===== src/design/drdc_pkg.sv =====
package drdc_pkg;

   localparam int SECTOR_BYTES     = 512;
   localparam int PAGE_BYTES       = 4096;
   localparam int MAX_SECTORS      = 128;
   localparam int MAX_RESULTS      = 17;

   localparam int SECTOR_SHIFT     = $clog2(SECTOR_BYTES);
   localparam int SECTORS_PER_PAGE = PAGE_BYTES / SECTOR_BYTES;
   localparam int SPP_BITS         = $clog2(SECTORS_PER_PAGE);
   localparam int PIECE_W          = $clog2(SECTORS_PER_PAGE + 1);
   localparam int CNT_W            = $clog2(MAX_SECTORS + 1);
   localparam int NRES_W           = $clog2(MAX_RESULTS);

   localparam int BLOCK_W          = 24;
   localparam int SADDR_W          = 23;
   localparam int SPT_W            = 8;
   localparam int SPC_W            = 16;
   localparam int HEADQ_W          = 16;
   localparam int DIV_STEPS        = BLOCK_W;
   localparam int STEP_W           = $clog2(DIV_STEPS);

   localparam int CSR_INDEX_W      = 3;
   localparam int CSR_DATA_W       = 16;

   typedef enum logic [CSR_INDEX_W-1:0] {
      CSR_SECTORS_PER_TRACK    = 3'd0,
      CSR_SECTORS_PER_CYLINDER = 3'd1,
      CSR_UNIT_NUMBER          = 3'd2,
      CSR_INTERRUPT_LEVEL      = 3'd3,
      CSR_INTERRUPT_VECTOR     = 3'd4
   } csr_index_type;

   typedef enum logic [2:0] {
      ST_IDLE,
      ST_DIV_CYL,
      ST_DIV_HEAD,
      ST_EMIT,
      ST_STEP
   } state_type;

   typedef struct packed {
      logic               is_read;
      logic [23:0]        start_block;
      logic [7:0]         sector_count;
      logic [22:0]        buffer_sector_addr;
   } req_type;

   typedef struct packed {
      logic               op_read;
      logic [23:0]        cylinder;
      logic [7:0]         head;
      logic [7:0]         sector;
      logic [3:0]         piece_sectors;
      logic [19:0]        page_number;
      logic [11:0]        page_offset;
      logic [1:0]         unit;
      logic [2:0]         irq_level;
      logic [7:0]         irq_vector;
      logic               last;
   } rsp_type;

endpackage


===== src/design/disk_request_descriptor_chainer.sv =====
// Splits one disk transfer request into page-bounded pieces and emits one command
// descriptor per piece, with the cylinder/head/sector of the piece's first block.
// A request is taken only while the block is idle; it then runs a bit-serial
// restoring divider twice (block / sectors_per_cylinder, then remainder /
// sectors_per_track), and walks the geometry forward one sector a cycle between
// descriptors. A sector count above 128 is clamped to 128, and a request yields at
// most 17 descriptors; a zero-length request emits nothing. The result register
// lets a new request start while the last descriptor still waits to be taken.
module disk_request_descriptor_chainer (
   input  logic                                 clock,
   input  logic                                 reset,
   input  logic                                 req_valid,
   output logic                                 req_stall,
   input  drdc_pkg::req_type                    req_data,
   output logic                                 rsp_valid,
   input  logic                                 rsp_stall,
   output drdc_pkg::rsp_type                    rsp_data,
   input  logic                                 csr_valid,
   output logic                                 csr_ready,
   input  logic [drdc_pkg::CSR_INDEX_W-1:0]     csr_index,
   input  logic [drdc_pkg::CSR_DATA_W-1:0]      csr_wdata
);

   localparam int BW  = drdc_pkg::BLOCK_W;
   localparam int SW  = drdc_pkg::SADDR_W;
   localparam int CW  = drdc_pkg::SPC_W;
   localparam int TW  = drdc_pkg::SPT_W;
   localparam int HW  = drdc_pkg::HEADQ_W;
   localparam int PW  = drdc_pkg::PIECE_W;
   localparam int NW  = drdc_pkg::CNT_W;
   localparam int RW  = drdc_pkg::NRES_W;
   localparam int QW  = drdc_pkg::STEP_W;

   logic [TW-1:0]  spt_ff;
   logic [CW-1:0]  spc_ff;
   logic [1:0]     unit_ff;
   logic [2:0]     irq_level_ff;
   logic [7:0]     irq_vector_ff;
   logic [TW-1:0]  spt_eff;
   logic [CW-1:0]  spc_eff;

   drdc_pkg::state_type state_ff, state_in;

   logic           rd_ff, rd_in;
   logic [BW-1:0]  block_ff, block_in;
   logic [SW-1:0]  saddr_ff, saddr_in;
   logic [NW-1:0]  remain_ff, remain_in;
   logic [RW-1:0]  nres_ff, nres_in;
   logic [PW-1:0]  step_cnt_ff, step_cnt_in;
   logic [QW-1:0]  bit_cnt_ff, bit_cnt_in;
   logic [BW-1:0]  dvd_ff, dvd_in;
   logic [CW-1:0]  rem_ff, rem_in;
   logic [BW-1:0]  cyl_ff, cyl_in;
   logic [CW-1:0]  within_ff, within_in;
   logic [HW-1:0]  head_ff, head_in;
   logic [TW-1:0]  sector_ff, sector_in;

   logic                rsp_valid_ff, rsp_valid_in;
   drdc_pkg::rsp_type   rsp_data_ff, rsp_data_in;

   logic [CW:0]    shifted;
   logic [CW-1:0]  divisor;
   logic           div_ge;
   logic [CW-1:0]  div_rem;
   logic [PW-1:0]  room;
   logic [PW-1:0]  piece;
   logic [NW-1:0]  remain_after;
   logic           final_piece;
   logic           out_free;
   logic [NW-1:0]  count_sat;

   assign spt_eff   = (spt_ff == '0) ? TW'(1) : spt_ff;
   assign spc_eff   = (spc_ff == '0) ? CW'(1) : spc_ff;
   assign csr_ready = 1'b1;
   assign req_stall = (state_ff != drdc_pkg::ST_IDLE);
   assign rsp_valid = rsp_valid_ff;
   assign rsp_data  = rsp_data_ff;

   always_ff @(posedge clock) begin
      if (reset) begin
         spt_ff        <= TW'(1);
         spc_ff        <= CW'(1);
         unit_ff       <= '0;
         irq_level_ff  <= '0;
         irq_vector_ff <= '0;
      end else if (csr_valid && csr_ready) begin
         unique case (csr_index)
            drdc_pkg::CSR_SECTORS_PER_TRACK:    spt_ff        <= csr_wdata[TW-1:0];
            drdc_pkg::CSR_SECTORS_PER_CYLINDER: spc_ff        <= csr_wdata[CW-1:0];
            drdc_pkg::CSR_UNIT_NUMBER:          unit_ff       <= csr_wdata[1:0];
            drdc_pkg::CSR_INTERRUPT_LEVEL:      irq_level_ff  <= csr_wdata[2:0];
            drdc_pkg::CSR_INTERRUPT_VECTOR:     irq_vector_ff <= csr_wdata[7:0];
            default: ;
         endcase
      end
   end

   // bit-serial restoring divider step
   always_comb begin
      divisor = (state_ff == drdc_pkg::ST_DIV_CYL) ? spc_eff : CW'(spt_eff);
      shifted = {rem_ff, dvd_ff[BW-1]};
      div_ge  = (shifted >= {1'b0, divisor});
      div_rem = div_ge ? CW'(shifted - {1'b0, divisor}) : shifted[CW-1:0];
   end

   // piece length up to the next page boundary
   always_comb begin
      room         = PW'(drdc_pkg::SECTORS_PER_PAGE)
                     - PW'(saddr_ff[drdc_pkg::SPP_BITS-1:0]);
      piece        = (remain_ff < NW'(room)) ? PW'(remain_ff) : room;
      remain_after = remain_ff - NW'(piece);
      final_piece  = (remain_after == '0) || (nres_ff == RW'(drdc_pkg::MAX_RESULTS - 1));
      out_free     = !rsp_valid_ff || !rsp_stall;
      count_sat    = (req_data.sector_count > 8'(drdc_pkg::MAX_SECTORS))
                     ? NW'(drdc_pkg::MAX_SECTORS) : NW'(req_data.sector_count);
   end

   always_comb begin
      state_in     = state_ff;
      rd_in        = rd_ff;
      block_in     = block_ff;
      saddr_in     = saddr_ff;
      remain_in    = remain_ff;
      nres_in      = nres_ff;
      step_cnt_in  = step_cnt_ff;
      bit_cnt_in   = bit_cnt_ff;
      dvd_in       = dvd_ff;
      rem_in       = rem_ff;
      cyl_in       = cyl_ff;
      within_in    = within_ff;
      head_in      = head_ff;
      sector_in    = sector_ff;
      rsp_valid_in = rsp_valid_ff && rsp_stall;
      rsp_data_in  = rsp_data_ff;

      unique case (state_ff)
         drdc_pkg::ST_IDLE: begin
            if (req_valid) begin
               rd_in      = req_data.is_read;
               block_in   = req_data.start_block;
               saddr_in   = req_data.buffer_sector_addr;
               remain_in  = count_sat;
               nres_in    = '0;
               dvd_in     = req_data.start_block;
               rem_in     = '0;
               bit_cnt_in = '0;
               if (count_sat != '0) begin
                  state_in = drdc_pkg::ST_DIV_CYL;
               end
            end
         end
         drdc_pkg::ST_DIV_CYL: begin
            dvd_in     = {dvd_ff[BW-2:0], div_ge};
            rem_in     = div_rem;
            bit_cnt_in = bit_cnt_ff + QW'(1);
            if (bit_cnt_ff == QW'(drdc_pkg::DIV_STEPS - 1)) begin
               cyl_in     = {dvd_ff[BW-2:0], div_ge};
               within_in  = div_rem;
               dvd_in     = BW'(div_rem);
               rem_in     = '0;
               bit_cnt_in = '0;
               state_in   = drdc_pkg::ST_DIV_HEAD;
            end
         end
         drdc_pkg::ST_DIV_HEAD: begin
            dvd_in     = {dvd_ff[BW-2:0], div_ge};
            rem_in     = div_rem;
            bit_cnt_in = bit_cnt_ff + QW'(1);
            if (bit_cnt_ff == QW'(drdc_pkg::DIV_STEPS - 1)) begin
               head_in   = HW'({dvd_ff[BW-2:0], div_ge});
               sector_in = div_rem[TW-1:0];
               state_in  = drdc_pkg::ST_EMIT;
            end
         end
         drdc_pkg::ST_EMIT: begin
            if (out_free) begin
               rsp_valid_in              = 1'b1;
               rsp_data_in.op_read       = rd_ff;
               rsp_data_in.cylinder      = cyl_ff;
               rsp_data_in.head          = (|head_ff[HW-1:8]) ? 8'hFF : head_ff[7:0];
               rsp_data_in.sector        = sector_ff;
               rsp_data_in.piece_sectors = 4'(piece);
               rsp_data_in.page_number   = 20'(saddr_ff >> drdc_pkg::SPP_BITS);
               rsp_data_in.page_offset   = 12'({saddr_ff[drdc_pkg::SPP_BITS-1:0],
                                                {drdc_pkg::SECTOR_SHIFT{1'b0}}});
               rsp_data_in.unit          = unit_ff;
               rsp_data_in.irq_level     = irq_level_ff;
               rsp_data_in.irq_vector    = irq_vector_ff;
               rsp_data_in.last          = final_piece;
               remain_in                 = remain_after;
               nres_in                   = nres_ff + RW'(1);
               step_cnt_in               = piece;
               state_in = final_piece ? drdc_pkg::ST_IDLE : drdc_pkg::ST_STEP;
            end
         end
         drdc_pkg::ST_STEP: begin
            // advance geometry and buffer by one sector
            block_in    = block_ff + BW'(1);
            saddr_in    = saddr_ff + SW'(1);
            step_cnt_in = step_cnt_ff - PW'(1);
            priority if (block_ff == '1) begin
               cyl_in    = '0;
               within_in = '0;
               head_in   = '0;
               sector_in = '0;
            end else if (within_ff + CW'(1) == spc_eff) begin
               cyl_in    = cyl_ff + BW'(1);
               within_in = '0;
               head_in   = '0;
               sector_in = '0;
            end else if (sector_ff + TW'(1) == spt_eff) begin
               within_in = within_ff + CW'(1);
               head_in   = head_ff + HW'(1);
               sector_in = '0;
            end else begin
               within_in = within_ff + CW'(1);
               sector_in = sector_ff + TW'(1);
            end
            if (step_cnt_ff == PW'(1)) begin
               state_in = drdc_pkg::ST_EMIT;
            end
         end
         default: state_in = drdc_pkg::ST_IDLE;
      endcase
   end

   always_ff @(posedge clock) begin
      if (reset) begin
         state_ff     <= drdc_pkg::ST_IDLE;
         rsp_valid_ff <= 1'b0;
      end else begin
         state_ff     <= state_in;
         rsp_valid_ff <= rsp_valid_in;
      end
   end

   always_ff @(posedge clock) begin
      rd_ff       <= rd_in;
      block_ff    <= block_in;
      saddr_ff    <= saddr_in;
      remain_ff   <= remain_in;
      nres_ff     <= nres_in;
      step_cnt_ff <= step_cnt_in;
      bit_cnt_ff  <= bit_cnt_in;
      dvd_ff      <= dvd_in;
      rem_ff      <= rem_in;
      cyl_ff      <= cyl_in;
      within_ff   <= within_in;
      head_ff     <= head_in;
      sector_ff   <= sector_in;
      rsp_data_ff <= rsp_data_in;
   end

endmodule

===== config.mk =====
export PLATFORM = sky130hd
export DESIGN_NAME = disk_request_descriptor_chainer
export DESIGN_NICKNAME = d
export VERILOG_FILES = /design/src/design/drdc_pkg.sv /design/src/design/disk_request_descriptor_chainer.sv
export SDC_FILE = /design/constraint.sdc
export NUM_CORES = 1
export LEC_CHECK = 0
export BUFFER_PORTS_ARGS = -buffer_cell sky130_fd_sc_hd__buf_2
export CORE_ASPECT_RATIO = 1.25
export CORE_MARGIN = 2
export CORE_UTILIZATION = 53
export DETAILED_ROUTE_END_ITERATION = 8
export PLACE_DENSITY = 0.76
export SETUP_SLACK_MARGIN = 0.1
export SYNTH_ARGS = -nofsm -noshare
export SYNTH_HDL_FRONTEND = slang
export SYNTH_SLANG_ARGS = --single-unit

===== constraint.sdc =====
create_clock -name clock -period 4.1 [get_ports clock]
set_input_delay 0.205 -clock clock [delete_from_list [all_inputs] [get_ports clock]]
set_output_delay 0.205 -clock clock [all_outputs]
set_load 0.02 [all_outputs]

* After elaboration in Yosys (flattened, before gate mapping)
Index checks and enable logic that the tools add are counted.
W data, S select, Z words.
** Cells by class
- Add/subtract/negate cells :: 12
- Magnitude comparators :: 3
- Muxes and demuxes :: 53
- Reductions and logical operators :: 35
- Equality and inequality tests :: 22
** Operator list (number)
- $mux W16 :: 12
- $mux W24 :: 5
- $pmux W24 S2 :: 2
- $pmux W24 S3 :: 1
- $mux W8 :: 8
- $pmux W16 S2 :: 2
- $add A24 B1 Y24 const B :: 2
- $pmux W16 S3 :: 1
- $pmux W23 S2 :: 1
- $add A16 B1 Y16 const B :: 2
- $pmux W8 S2 :: 2
- $eq A24 B24 Y1 const B :: 1
- $reduce_and A2 Y1 :: 12
- $add A23 B1 Y23 const B :: 1
- $mux W23 :: 1
- $mux W3 :: 7
- $ge A17 B16 Y1 :: 1
- $eq A16 B16 Y1 :: 1
- $logic_not A16 Y1 :: 1
- $logic_not A8 Y1 :: 2
- $sub A16 B16 Y16 :: 1
- $mux W5 :: 3
- $pmux W3 S5 :: 1
- $pmux W5 S3 :: 1
- 31 further kinds :: 54
** Word-level totals
- Output and inout bits :: 94
- Register bits :: 297
- Input port bits :: 80
- Logic and storage cells :: 156

* Logic depth before layout (Yosys ltp)
- Depth in word-level cells :: 9
- Mapped depth :: 19
- Mapped depth without buffers :: 18

* Worst setup path after synthesis
Ideal clock, no wire load.
- Kind :: reg2reg
- Start :: register state_ff[0]
- End :: register sector_ff[0], data pin
- Period minus slack after synthesis :: 3.806 ns
- Setup slack :: 0.294 ns
- Buffers on the path :: 3
- Cell stages (with the launch flop) :: 14
- Arrival time :: 3.525 ns
- Path through :: dfxtp_1 clkbuf_1 nand2b_1 nor2_1 clkbuf_1 mux2i_1 ha_1 a21o_1 a221o_1 a31oi_1 a21oi_1 clkbuf_1 o21ai_0 o32ai_1
** Between the ends
- Cells in the longest elaborated chain, start to end :: 6
** Ends and longest elaborated chain
- from (decl) :: RTL line disk_request_descriptor_chainer.sv:42 : drdc_pkg::state_type state_ff, state_in;
- from (signal assigned) :: RTL line disk_request_descriptor_chainer.sv:229 : state_ff <= drdc_pkg::ST_IDLE;
- from (signal assigned) :: RTL line disk_request_descriptor_chainer.sv:232 : state_ff <= state_in;
- $eq A3 B1 Y1 :: RTL line disk_request_descriptor_chainer.sv:100 : divisor = (state_ff == drdc_pkg::ST_DIV_CYL) ? spc_eff : CW'(spt_eff);
- $mux W16 :: RTL line disk_request_descriptor_chainer.sv:100
- $sub A16 B16 Y16 or $ge A17 B16 Y1 (tied branches) :: RTL line disk_request_descriptor_chainer.sv:103, disk_request_descriptor_chainer.sv:102
- $mux W16 :: RTL line disk_request_descriptor_chainer.sv:103 : div_rem = div_ge ? CW'(shifted - {1'b0, divisor}) : shifted[CW-1:0];
- $mux W8 :: RTL line disk_request_descriptor_chainer.sv:169 : if (bit_cnt_ff == QW'(drdc_pkg::DIV_STEPS - 1)) begin
- $pmux W8 S2 (*) :: RTL line disk_request_descriptor_chainer.sv:136 : unique case (state_ff)
- via sector_in[0] :: RTL line disk_request_descriptor_chainer.sv:56 : logic [TW-1:0] sector_ff, sector_in;
- to (signal assigned) :: RTL line disk_request_descriptor_chainer.sv:250 : sector_ff <= sector_in;
- to (decl) :: RTL line disk_request_descriptor_chainer.sv:56
Mark *: on every way through the listed nets, which the timed path passes. The rest lies on a longest branch. The select of a mux whose other input is x is not followed.
A chain may end at the register's enable or synchronous reset.

* Final worst setup path
- Start :: register state_ff[0]
- End :: register within_ff[13], data pin
** Between the ends
- Cells in the longest elaborated chain, start to end :: 6
** Ends and longest elaborated chain
- $eq A3 B1 Y1 :: RTL line disk_request_descriptor_chainer.sv:100, disk_request_descriptor_chainer.sv:136
- $mux W16 :: RTL line disk_request_descriptor_chainer.sv:100
- $sub A16 B16 Y16 or $ge A17 B16 Y1 (tied branches) :: RTL line disk_request_descriptor_chainer.sv:103, disk_request_descriptor_chainer.sv:102
- $mux W16 :: RTL line disk_request_descriptor_chainer.sv:103
- $mux W16 :: RTL line disk_request_descriptor_chainer.sv:156 : if (bit_cnt_ff == QW'(drdc_pkg::DIV_STEPS - 1)) begin
- $pmux W16 S2 (*) :: RTL line disk_request_descriptor_chainer.sv:136
- via within_in[13] :: RTL line disk_request_descriptor_chainer.sv:54 : logic [CW-1:0] within_ff, within_in;
- to (signal assigned) :: RTL line disk_request_descriptor_chainer.sv:248 : within_ff <= within_in;
- to (decl) :: RTL line disk_request_descriptor_chainer.sv:54
Marks and branches as above.

==> results.py <==
metrics = {
    "run_status": {
        "status": "completed",
    },
    "pwr": {
        "intPower_mw": 7.467,
        "p_per_area_mw_per_mm2": 650.6,
        "power.share.clock_pct": 22.3,
        "combPwrFrac_pct": 36.2,
        "switchingPower_mw": 4.179,
        "p_leak_nw": 6.760,
        "total_power_mw": 11.65,
        "seq_power_share_pct": 41.5,
        "max-vdd-ir-drop_mv": 0.3786,
        "swShare_pct": 35.88,
    },
    "floorplan": {
        "coreArea_mm2": 0.02765,
        "die_x_um": 154.2,
        "die_area_mm2": 0.02957,
        "die_h_um": 191.7,
        "io-pin-count": 174,
        "row_count": 68,
        "start_util_pct": 54.05,
    },
    "yosys": {
        "synth-adder-area-share_pct": 3.198,
        "netlist_top_cells_area": "edfxtp_1, dfxtp_1, nand2_1",
        "yosys.area_share.simple_pct": 14.97,
        "netlist_area_mm2": 0.01495,
        "ys_types": 66,
        "synth-seq-cells": 297,
        "yosys_most_used_dff": "edfxtp_1",
        "synth_top_family_by_area": "simple AND/OR/NAND/NOR gates",
        "synth_warnings": 0,
        "seq_area_frac_synth_pct": 56.93,
        "yosysTopAreaCell": "edfxtp_1",
        "syn_inst": 1375,
        "synth_compound_area_share_pct": 11.52,
        "async_reset_ff_share_pct": 0,
        "synthMuxAreaShare_pct": 2.018,
        "synth_top_area_share_pct": 51.44,
        "synth_xor_area_share_pct": 8.146,
        "synth.avg_cell_area_um2": 10.87,
        "synth_enable_flop_cells": 256,
    },
    "cts": {
        "h-tree-depth": 1,
        "clk_pin_slew_worst_paths_ns": 0.06,
        "clkSinkCount": 297,
        "insertion_delay_ns": 0.56,
        "cts_root_buf": "clkbuf_16",
        "cts_tree": "built",
        "cts_made_buffers": 29,
        "clk_path_buf_depth": 3,
    },
    "layout": {
        "syn_to_final_growth_pct": 19.77,
        "layout.nets": 1741,
        "drive_above_1_share_pct": 17.13,
    },
    "sta": {
        "fin_crit_ns": 3.798,
        "finalHoldViolCount": 0,
        "setup-tns-final_ns": 0,
        "tightest_slew_ns": 1.178,
        "fmax_mhz": 263.3,
        "timing.final.crit_share_pct": 92.63,
        "maxSlewViolCount": 0,
        "hold_slack_ns": 0.02218,
        "relSlewSlack_pct": 21.19,
        "setup_ws_ns": 0.3021,
        "skew_ns": 0.01115,
        "finalSetupViolations": 0,
        "rsz0062_at_grt": "false",
    },
    "placed_design": {
        "place_congestion": 1.030,
        "place_ws_ns": 0.2102,
        "dpl.hpwl_um": 25900,
        "portBuffers": 163,
    },
    "routing": {
        "drtPass1Iterations": 5,
        "vias": 11720,
        "wl_per_cell_um": 18.91,
        "drc": 0,
        "antenna_left": 0,
        "viasPerCell": 5.864,
        "wl_um": 37800,
        "first_iter_violations": 991,
    },
    "hold_path": {
        "min_path_cells": 3,
        "hp-class": "input pin to flop",
    },
    "global_routing": {
        "grt_pass1_vias": 11610,
        "grt_pass1_wl_um": 59370,
        "grt_usage_pct": 25.15,
        "grt_max_degree": 94,
        "grt_antenna_before_repair": 2,
        "overflow": 0,
    },
    "critical_path": {
        "crit_path_end_kind": "flop",
        "worst_setup_path_start_kind": "flop",
        "cp.arrival_ns": 4.06,
        "r2r_cells": 13,
        "critPathRequiredTime_ns": 4.36,
        "path_class": "flop to flop",
        "worstPathMaxFanout": 17,
    },
    "job": {
        "drv_cap": 0,
    },
}
[flip-flops by register name (all words and copies together) (netlist names)]
register	cells
rsp_data	82
block_ff	24
cyl_ff	24
dvd_ff	24
saddr_ff	23
head_ff	16
rem_ff	16
spc_ff	16
within_ff	16
irq_vector_ff	8
remain_ff	8
sector_ff	8
spt_ff	8
bit_cnt_ff	5
nres_ff	5
step_cnt_ff	4
irq_level_ff	3
state_ff	3
unit_ff	2
rd_ff	1
rsp_valid	1
[cells in the mapped netlist (all sizes together), types with 9 or more instances]
| cell type | instances |
|---|---|
| mux2i | 29 |
| nand4 | 15 |
| dfxtp | 41 |
| nor2 | 97 |
| ha | 35 |
| edfxtp | 256 |
| inv | 38 |
| buf | 19 |
| o21ai | 132 |
| a21o | 11 |
| xor2 | 73 |
| clkbuf | 48 |
| a21oi | 47 |
| nand3 | 55 |
| nand2 | 197 |
| nor3 | 19 |
| or2 | 11 |
| a22oi | 15 |
| and3 | 26 |
| xnor2 | 66 |
| nand3b | 13 |
| o22ai | 17 |
| a31oi | 9 |
[cells in the final DEF (no fill, tap or decap), types with 29 or more instances in the layout]
cell	instances
edfxtp_1	256
nand2_1	194
buf_2	163
o21ai_0	125
nor2_1	97
xor2_1	73
dlygate4sd3_1	67
xnor2_1	66
nand3_1	55
buf_4	45
a21oi_1	44
dfxtp_1	41
inv_1	37
ha_1	35
mux2i_1	29
clkbuf_16	29
[stage by stage]
step | utilization, % | instances | cell area, um2
2_1_floorplan | - | 1383 | 14980
6_report | 64.74 | 1999 | 17900
4_1_cts | 64.49 | 1991 | 17830
3_5_place_dp | 58.79 | 1871 | 16260
3_3_place_gp | 58.79 | 1871 | 16260
5_1_grt | 64.74 | 1999 | 17900
[cells by family after synthesis]
logic type,after synthesis
multiplexers,30
AND/OR/NAND/NOR,480
buffers and inverters,105
other,2
XOR/XNOR,139
adder cells (fa/ha/maj),37
AO/OA/AOI/OAI,285
flip-flops,297
[worst max-delay path, cell delays in order, from the launching register on]
cell and delay (ns):
dfxtp_1 0.49, nand2b_1 0.16, nor2_1 0.20, buf_12 0.19, mux2_2 0.37, inv_1 0.06, ha_1 0.24, a21o_1 0.18
a221o_1 0.41, a31oi_2 0.32, a21oi_1 0.16, or3_1 0.32, a31oi_1 0.25, o22ai_1 0.14
[layer usage]
| metal | GRT usage, % | vias to the layer above | share of wire [%] |
|---|---|---|---|
| li1 | - | 5480 | - |
| met1 | 30.91 | 5602 | 39 |
| met2 | 45.03 | 537 | 50 |
| met3 | 3.181 | 103 | 6.5 |
| met4 | 10.28 | 0 | 3.7 |
| met5 | 0 | - | 0 |
[what timing repair did]
action                     in CTS  in global routing
hold endpoints to repair       97                  0
gates resized for setup         0                  6
setup buffers                   0                  5
setup endpoints to repair       0                 38
hold buffers                   67                  0
[final cells by class]
cell class	count	area, um2
Inverter	38	143.9
Fill cell	2129	9751
Multi-Input combinational cell	981	6032
Sequential cell	297	8508
Timing Repair Buffer	277	1864
Clock buffer	38	775.7
Clock inverter	15	131.4
Tap cell	350	437.9
Antenna cell	3	7.507
[worst paths after layout]
kind                      from             to  slack (ns)
setup / recovery   state_ff[0]  within_ff[13]        0.30
hold / removal    req_data[40]    block_ff[9]        0.02
setup reg to reg   state_ff[0]  within_ff[13]        0.30
hold reg to reg          rd_ff   rsp_data[90]        0.42
[power groups by stage]
| stage | Clock (mW) | Sequential [mW] | Combinational [mW] |
|---|---|---|---|
| floorplan | 0 | 4.81 | 2.79 |
| global placement | 0 | 4.84 | 3.88 |
| detailed placement | 0 | 4.87 | 4.02 |
| CTS | 2.62 | 4.81 | 4.09 |
| global route | 2.75 | 4.89 | 4.63 |
| finish | 2.59 | 4.83 | 4.22 |
(Power assumes the default switching activity.)
